### config.mk
export PLATFORM = sky130hd
export DESIGN_NAME = pfba_ctrl
export DESIGN_NICKNAME = d
export VERILOG_FILES = /design/src/pfba_pkg.sv /design/src/pfba_ctrl.sv
export SDC_FILE = /design/constraint.sdc
export NUM_CORES = 1
export LEC_CHECK = 0
export BUFFER_PORTS_ARGS = -buffer_cell sky130_fd_sc_hd__buf_2
export CAP_MARGIN = 25
export CORE_AREA = 3 3 40 42
export CTS_CLUSTER_SIZE = 20
export DETAILED_ROUTE_END_ITERATION = 8
export DIE_AREA = 0 0 43 45
export PLACE_DENSITY_LB_ADDON = 0.05
export SETUP_SLACK_MARGIN = 0.3
export SYNTH_ARGS = -nofsm -noshare
export SYNTH_HDL_FRONTEND = slang
export SYNTH_SLANG_ARGS = --single-unit
### constraint.sdc
create_clock -name clk_i -period 2.5 [get_ports clk_i]
set_input_delay 0.75 -clock clk_i [delete_from_list [all_inputs] [get_ports clk_i]]
set_output_delay 0.75 -clock clk_i [all_outputs]
set_load 0.02 [all_outputs]
### src/pfba_pkg.sv
// Shared types and constants for the page frame bitmap allocator.
package pfba_pkg;

  localparam int unsigned FRAME_BITS          = 14;
  localparam int unsigned FRAME_FIELD_LIMIT   = 16384;
  localparam int unsigned DEFAULT_FRAME_COUNT = 16384;
  localparam int unsigned DEFAULT_WORD_BITS   = 64;

  // Words of the bitmap grouped per row of the two-level free search.
  localparam int unsigned CHUNK_WORDS = 32;

  // Reciprocal used to split a frame number into word and bit index.
  localparam int unsigned RECIP_SHIFT = 21;
  localparam int unsigned RECIP_W     = 19;

  typedef enum logic [1:0] {
    OP_ALLOC     = 2'd0,
    OP_MARK_USED = 2'd1,
    OP_MARK_FREE = 2'd2,
    OP_QUERY     = 2'd3
  } opcode_e;

  typedef struct packed {
    logic [1:0]            opcode;
    logic [FRAME_BITS-1:0] frame_number;
  } req_t;

  typedef struct packed {
    logic [FRAME_BITS-1:0] result_frame;
    logic                  status;
    logic                  frame_used;
  } rsp_t;

  typedef struct packed {
    logic clr_step;
    logic load;
    logic divide;
    logic locate;
    logic rd;
    logic modify;
    logic scale;
    logic out_load;
  } cmd_t;

  typedef struct packed {
    logic clr_last;
  } stat_t;

endpackage

### src/pfba_ctrl.sv
// Sequencer for the allocator: clearing pass, per-item steps and the output handshake.
module pfba_ctrl import pfba_pkg::*; (
  input  logic  clk_i,
  input  logic  rst_ni,
  input  logic  in_valid_i,
  output logic  in_ready_o,
  output logic  out_valid_o,
  input  logic  out_ready_i,
  input  stat_t stat_i,
  output cmd_t  cmd_o
);

  typedef enum logic [3:0] {
    S_CLEAR,
    S_IDLE,
    S_DIVIDE,
    S_LOCATE,
    S_READ,
    S_MODIFY,
    S_SCALE,
    S_OUT
  } state_e;

  state_e state_q, state_d;
  logic   out_valid_q, out_valid_d;

  always_comb begin
    state_d = state_q;
    cmd_o   = '0;
    case (state_q)
      S_CLEAR: begin
        cmd_o.clr_step = 1'b1;
        if (stat_i.clr_last) begin
          state_d = S_IDLE;
        end
      end
      S_IDLE: begin
        if (in_valid_i) begin
          cmd_o.load = 1'b1;
          state_d    = S_DIVIDE;
        end
      end
      S_DIVIDE: begin
        cmd_o.divide = 1'b1;
        state_d      = S_LOCATE;
      end
      S_LOCATE: begin
        cmd_o.locate = 1'b1;
        state_d      = S_READ;
      end
      S_READ: begin
        cmd_o.rd = 1'b1;
        state_d  = S_MODIFY;
      end
      S_MODIFY: begin
        cmd_o.modify = 1'b1;
        state_d      = S_SCALE;
      end
      S_SCALE: begin
        cmd_o.scale = 1'b1;
        state_d     = S_OUT;
      end
      S_OUT: begin
        // The result waits here until the output register is free.
        if (!out_valid_q || out_ready_i) begin
          cmd_o.out_load = 1'b1;
          state_d        = S_IDLE;
        end
      end
      default: begin
        state_d = S_CLEAR;
      end
    endcase
  end

  always_comb begin
    if (cmd_o.out_load) begin
      out_valid_d = 1'b1;
    end else if (out_ready_i) begin
      out_valid_d = 1'b0;
    end else begin
      out_valid_d = out_valid_q;
    end
  end

  always_ff @(posedge clk_i or negedge rst_ni) begin
    if (!rst_ni) begin
      state_q     <= S_CLEAR;
      out_valid_q <= 1'b0;
    end else begin
      state_q     <= state_d;
      out_valid_q <= out_valid_d;
    end
  end

  assign in_ready_o  = (state_q == S_IDLE);
  assign out_valid_o = out_valid_q;

endmodule

Yosys cells after proc, flatten, opt, wreduce, memory -nomap -nowiden
Cells that the tools add are included.
{"block": "op_classes", "eq_ne": 10, "n_reduce_logical": 5, "muxes": 16}
{"op": "$pmux 4 s8", "count": 1}
{"op": "$eq 4x3->1 const B", "count": 4}
{"op": "$mux 1", "count": 12}
{"op": "$mux 4", "count": 3}
{"op": "$eq 4x2->1 const B", "count": 2}
{"op": "$ne 2x2->1 const B", "count": 3}
{"op": "$eq 4x1->1 const B", "count": 1}
{"op": "$logic_not 4->1", "count": 1}
{"op": "$reduce_and 3->1", "count": 1}
{"op": "$reduce_bool 2->1", "count": 1}
{"op": "$logic_not 1->1", "count": 1}
{"op": "$logic_or 1x1->1", "count": 1}
{"block": "word_totals", "register_bits": 5, "word_cells": 33}

Logic depth before layout (Yosys ltp)
Gate-level depths: netlist of run 1.
{"block": "logic_depth", "depth_word": 5, "depth_mapped": 4}

Least setup slack after synthesis of run 1
No wires, ideal clock.
{"block": "synth_path", "path_kind": "flip-flop to output port", "start": "reg state_q[2]", "end": "out cmd_o[6] (netlist name)", "setup_slack_ns": 0.588, "t_arrival_ns": 1.162, "path_stages_with_launch": 4, "path_buffers": 1, "path_cell_list": "dfrtp_1 buf_4 nor3b_2 and2_1"}
{"item": "start, declared", "line_no": "pfba_ctrl.sv:24", "rtl": "state_e state_q, state_d;"}
{"item": "start signal, assigned", "line_no": "pfba_ctrl.sv:91", "rtl": "state_q <= state_d;"}
{"item": "end, declared", "line_no": "pfba_ctrl.sv:10", "rtl": "output cmd_t cmd_o"}

==> impl_metrics.toml, run 1 <==
[cts]
holdBufCountCts = 0
cts_tree = "built"
cts_buffers = 3
htree_levels = 1
post_cts_resized = 0
clk_latency_ns = 0.24
clock_sink_count = 4
path_clk_slew_ns = 0.04
clk_path_buf_depth = 2
cts_setup_buffers = 0
cts_root_buf = "clkbuf_4"

[place]
hpwl_um = 475
gp_congestion = 0.707
io_buffers = 14
post-place-ws_ns = 0.481
dp.cells = 56

[worst_setup_path]
worstSetupEndpoint = "cmd_o[3]"
r2r-start = "state_q[1]$_DFFE_PN0P_"
cp.required_ns = 1.75
r2r_end = "state_q[0]$_DFFE_PN0P_"
r2r_cells = 2
critPathLaunchType = "register"
crit_start = "state_q[2]$_DFFE_PN0P_"
worstPathMaxFanout = 9
r2r_slack_ns = 1.33
crit_path_end_kind = "primary output"
path_class = "register to primary output"
arrival_ns = 1.28

[die]
rows = 13
fp.dieArea_um2 = 1940
start_util_pct = 21.2
io_pins = 15
die_h_um = 45
core_um2 = 1280
die_w_um = 43

[drt]
firstDrtPassIters = 4
dr.first_iter.drc_count = 9
avgRoutedWirePerCell_um = 10.8
drtAntennaViolNets = 0
drc = 0
avgViaCountPerCell = 4.39
routed_wl_um = 638
vias = 259

[pwr]
power_density_nw_per_um2 = 1480
ir_drop_uv = 539
leakage_uw = 0.000178

[final_layout]
area_growth_syn_to_layout_pct = 30.3
drive_gt1_share_pct = 50.0
stdcell_count = 59
final_cell_mix = "buf_2, nor2_1, nor3_1, clkbuf_4, dfrtp_1"
fillCellCount = 142
final_core_util_pct = 27.7
layout.nets = 51
final_common_cell = "buf_2"
antenna_cells = 0

[grt]
antenna_found_initial = 0
grt_max_degree = 12
grt.total_usage_pct = 8.27
grt_pass1_vias = 228
grt_pass1_wl_um = 1040
grt_overflow = 0

[sta]
setup_viol = 0
finalMaxSlewViolations = 0
skew_ns = 0.00311
fin_crit_ns = 2.03
finalHoldViolations = 0
setup_tns_ns = 0
slew_headroom_pct = 75.6
rsz0062_at_grt = "no"
period_share_pct = 81.2
fmax_mhz = 493
setup_ws_ns = 0.470
worstMarginPinSlew_ns = 0.366

[synth]
synth-seq-area-share_pct = 36.7
synth.top_cell.area_share_pct = 36.7
synth_top_area_cell = "dfrtp_1"
ys_seq_elements = 4
postSynthAreaPerCell_um2 = 8.80
syn-num-nets = 36
syn_area_um2 = 273
netlist_top_cells_area = "dfrtp_1, buf_4, nor2_1"
synth_warnings = 0
syn_inst = 31
ys_types = 17

[run]
drv_cap = 0

[min_path]
worst_hold_path_type = "primary input to asynchronous set/reset pin"

[run_status]
status = "completed"
cell type report:
cell class / instances / area [µm²] / area share (%)
flip-flops and latches: 4 / 101 / 28.5
clock buffers: 3 / 22.5 / 6.34
multi-input cells: 22 / 139 / 39.1
inverters: 1 / 3.75 / 1.06
repair buffers: 14 / 70.1 / 19.7
well taps: 15 / 18.8 / 5.28
per-stage QoR:
| step | instance area, µm² | power, µW | hold WS (ns) |
|---|---|---|---|
| after global routing | 355 | 579 | 0.302 |
| after detailed placement | 332 | 449 | 0.557 |
| after CTS | 354 | 533 | 0.302 |
| final | 355 | 526 | 0.306 |
| after floorplan | 273 | 401 | 0.454 |
| after global placement | 332 | 452 | 0.556 |
critical path, stage by stage (launching register included):
cell	delay [ns]
dfrtp_1	0.50
inv_1	0.15
nor3_1	0.20
buf_2	0.19
metal layers:
metal / global-route usage (%) / share of wire (%) / vias up
li1: - / - / 131
met1: 9.25 / 45 / 110
met2: 9.28 / 38 / 13
met3: 4.78 / 12 / 5
met4: 10.8 / 5.8 / 0
met5: 0 / 0 / -
where the power goes:
part           switching [µW]  total (µW)  internal (µW)
Combinational             162         270            108
Sequential               76.0         175           99.5
Clock                    26.9        80.6           53.7
registers in the layout, indices dropped and copies added (netlist names):
signal / count
out_valid_o: 1
state_q: 3
cells by family after synthesis:
family	count (synthesis)	share of synthesized area [%]
simple gates	19	41.7
compound gates	3	9.17
flops	4	36.7
buf+inv	5	12.4
Yosys cell counts:
library cell / count
nor2_1: 5
buf_4: 4
dfrtp_1: 4
nor3_1: 3
a21oi_1: 2
nor3b_1: 2
a311oi_2: 1
and2_1: 1
inv_1: 1
nand2_1: 1
nand2_2: 1
nand2b_1: 1
nand3_1: 1
nor2b_1: 1
nor3b_2: 1
nor4_2: 1
or2_1: 1
worst min path at each step:
stage | startpoint | end | slack (ns) | cells past startpoint
4_1_cts | rst_ni | state_q[1]$_DFFE_PN0P_ | 0.30 | 1
6_report | rst_ni | state_q[1]$_DFFE_PN0P_ | 0.31 | 1
5_1_grt | rst_ni | out_valid_o$_DFFE_PN0P_ | 0.30 | 1
3_5_place_dp | rst_ni | out_valid_o$_DFFE_PN0P_ | 0.56 | 1
3_3_place_gp | rst_ni | out_valid_o$_DFFE_PN0P_ | 0.56 | 1
2_1_floorplan | rst_ni | out_valid_o$_DFFE_PN0P_ | 0.45 | 0
No activity file was read; power rests on OpenSTA's default activity.
==> inputs of run 2 (changes only) <==
- ABC_AREA: not set -> 1
- clock period: 2.5 -> 1.8 ns (I/O delays scaled with it)
==> impl_metrics.toml, run 2 <==
[grt]
grt_max_degree = 9
grt_overflow = 0
grt-busiest-layer = "met2"
antenna_found_initial = 0
gr-usage-met1_pct = 10.8
grt_pass1_vias = 284
met2_usage_pct = 10.8
grt.total_usage_pct = 8.54
gr-usage-met3_pct = 2.79
grt_pass1_wl_um = 1170

[run]
drv_cap = 0

[place]
dpl_cell_area_um2 = 338
hpwl_um = 532
io_buffers = 14
gp_congestion = 0.666
dp.cells = 66

[sta]
fin_crit_ns = 1.69
slew_headroom_pct = 87.3
setup_viol = 0
finalHoldViolations = 0
rsz0062_at_grt = "yes"
skew_ns = 0.00513
period_share_pct = 93.9
setup_tns_ns = 0
fmax_mhz = 592
worstMarginPinSlew_ns = 0.191
finalMaxSlewViolations = 0

[synth]
synth_ff_type = "dfrtp_1"
async_reset_ff_share_pct = 100
synth_top_family_by_area = "simple AND/OR/NAND/NOR gates"
ys_types = 14
netlist_top_cells_area = "dfrtp_1, nor2_1, nand2_1"
syn_inst = 39
synthXorXnorAreaFrac_pct = 0
syn-num-nets = 44
post-synth-top-count-cell = "nor2_1"
synth_compound_area_share_pct = 9.95
synth_warnings = 0
postSynthAreaPerCell_um2 = 6.77
synth_top_area_cell = "dfrtp_1"
synth-seq-area-share_pct = 37.9
synthSimpleGateAreaFrac_pct = 36.5
synth_edf_count = 0
synth.area.mux_share_pct = 0
syn_area_um2 = 264
synthAdderAreaFrac_pct = 0
ys_top_cells_by_count = "nor2_1, nand2_1, inv_1"
synth.top_cell.area_share_pct = 37.9
ys_seq_elements = 4

[final_layout]
final_common_cell = "buf_4"
fillCellCount = 147
antenna_cells = 0
layout.nets = 68
regMostFlops = "state_q"
drive_gt1_share_pct = 57.4
final_cell_mix = "buf_4, buf_2, nor2_1, nand2_1, inv_1"
fin_area_um2 = 454
largest_reg_flops = 3
area_growth_syn_to_layout_pct = 72.0
stdcell_count = 76

[drt]
drtAntennaViolNets = 0
dr.first_iter.drc_count = 4
routed_wl_um = 695
firstDrtPassIters = 4
avgRoutedWirePerCell_um = 9.14
avgViaCountPerCell = 4.12
vias = 313
drc = 0

[worst_setup_path]
arrival_ns = 1.15
crit_path_end_kind = "primary output"
cp.required_ns = 1.26
critPathLaunchType = "register"
path_class = "register to primary output"
worstPathMaxFanout = 7

[cts]
clock_sink_count = 4
clk_path_buf_depth = 2
htree_levels = 1
cts_root_buf = "clkbuf_4"
cts_buffers = 3
holdBufCountCts = 0
path_clk_slew_ns = 0.04
cts_tree = "built"
clk_latency_ns = 0.23

[run_status]
status = "completed"

[pwr]
ir_drop_uv = 661
switchingPower_uw = 437
leakage_uw = 0.000255
p_int_uw = 493
swShare_pct = 47.0
power_density_nw_per_um2 = 2050
seqPwrFrac_pct = 24.8
combPwrFrac_pct = 63.4
p_clk_share_pct = 11.8

[die]
start_util_pct = 20.5
rows = 13
die_h_um = 45
core_um2 = 1280
fp.dieArea_um2 = 1940
die_w_um = 43
io_pins = 15

[min_path]
worst_hold_path_type = "primary input to asynchronous set/reset pin"
==> run 2: layer usage <==
layer / vias up / routed length (µm)
met4: 0 / 12
met1: 135 / 322
met3: 2 / 53
li1: 164 / -
met5: - / 0
met2: 12 / 307
==> run 2: kinds of logic (layout without fill, tap and decap cells) <==
group | after synthesis | in the layout
flops | 4 | 4
simple gates | 22 | 22
buf+inv | 9 | 31
compound gates | 4 | 4
==> run 2: path summary, 6_finish.rpt <==
kind | start | to | slack (ns) | cells past startpoint
max | state_q[2]$_DFFE_PN0P_ | cmd_o[1] | 0.11 | 3
min | rst_ni | out_valid_o$_DFFE_PN0P_ | 0.10 | 1
max reg2reg | state_q[0]$_DFFE_PN0P_ | state_q[1]$_DFFE_PN0P_ | 0.72 | 6
min reg2reg | out_valid_o$_DFFE_PN0P_ | out_valid_o$_DFFE_PN0P_ | 0.56 | 2
max in group asynchronous | rst_ni | state_q[0]$_DFFE_PN0P_ | 1.56 | 1
min in group clk_i | out_valid_o$_DFFE_PN0P_ | out_valid_o$_DFFE_PN0P_ | 0.56 | 2
==> run 2: power groups by stage <==
stage          Sequential [µW]  Clock [µW]  Combinational (µW)
6_report                   231         110                 589
5_1_grt                    241         124                 645
4_1_cts                    228         116                 551
3_5_place_dp               211           0                 418
3_3_place_gp               209           0                 414
2_1_floorplan              193           0                 329
==> run 2: layout make-up <==
cell class                 count  area [µm²]  area share (%)
timing repair buffer          21         144            31.7
multi-input combinational     26         140            30.9
sequential                     4         103            22.6
inverter                       7        26.3            5.79
clock buffer                   3        22.5            4.96
tap                           15        18.8            4.13
==> run 2: timing repair <==
| item | 4_1_cts | 5_1_grt |
|---|---|---|
| setup endpoints to repair | 9 | 9 |
| hold endpoints to repair | 0 | 0 |
| buffers inserted | 5 | 2 |
| cloned | 0 | 0 |
| pin swaps | 2 | 1 |
| gates resized for setup | 13 | 3 |
==> run 2: critical path, stage by stage, from the launching register on <==
cell and delay (ns):
dfrtp_1 0.43, inv_2 0.10, nor3_1 0.19, buf_2 0.19
==> run 2: per-stage QoR <==
stage	setup slack, ns	hold WS [ns]	util [%]	total power, µW
after CTS	0.117	0.0938	33.6	896
final	0.109	0.101	35.3	930
after detailed placement	0.274	0.350	26.3	629
after floorplan	0.261	0.244	-	522
after global routing	0.0379	0.0902	35.3	1010
after global placement	0.298	0.348	26.3	623
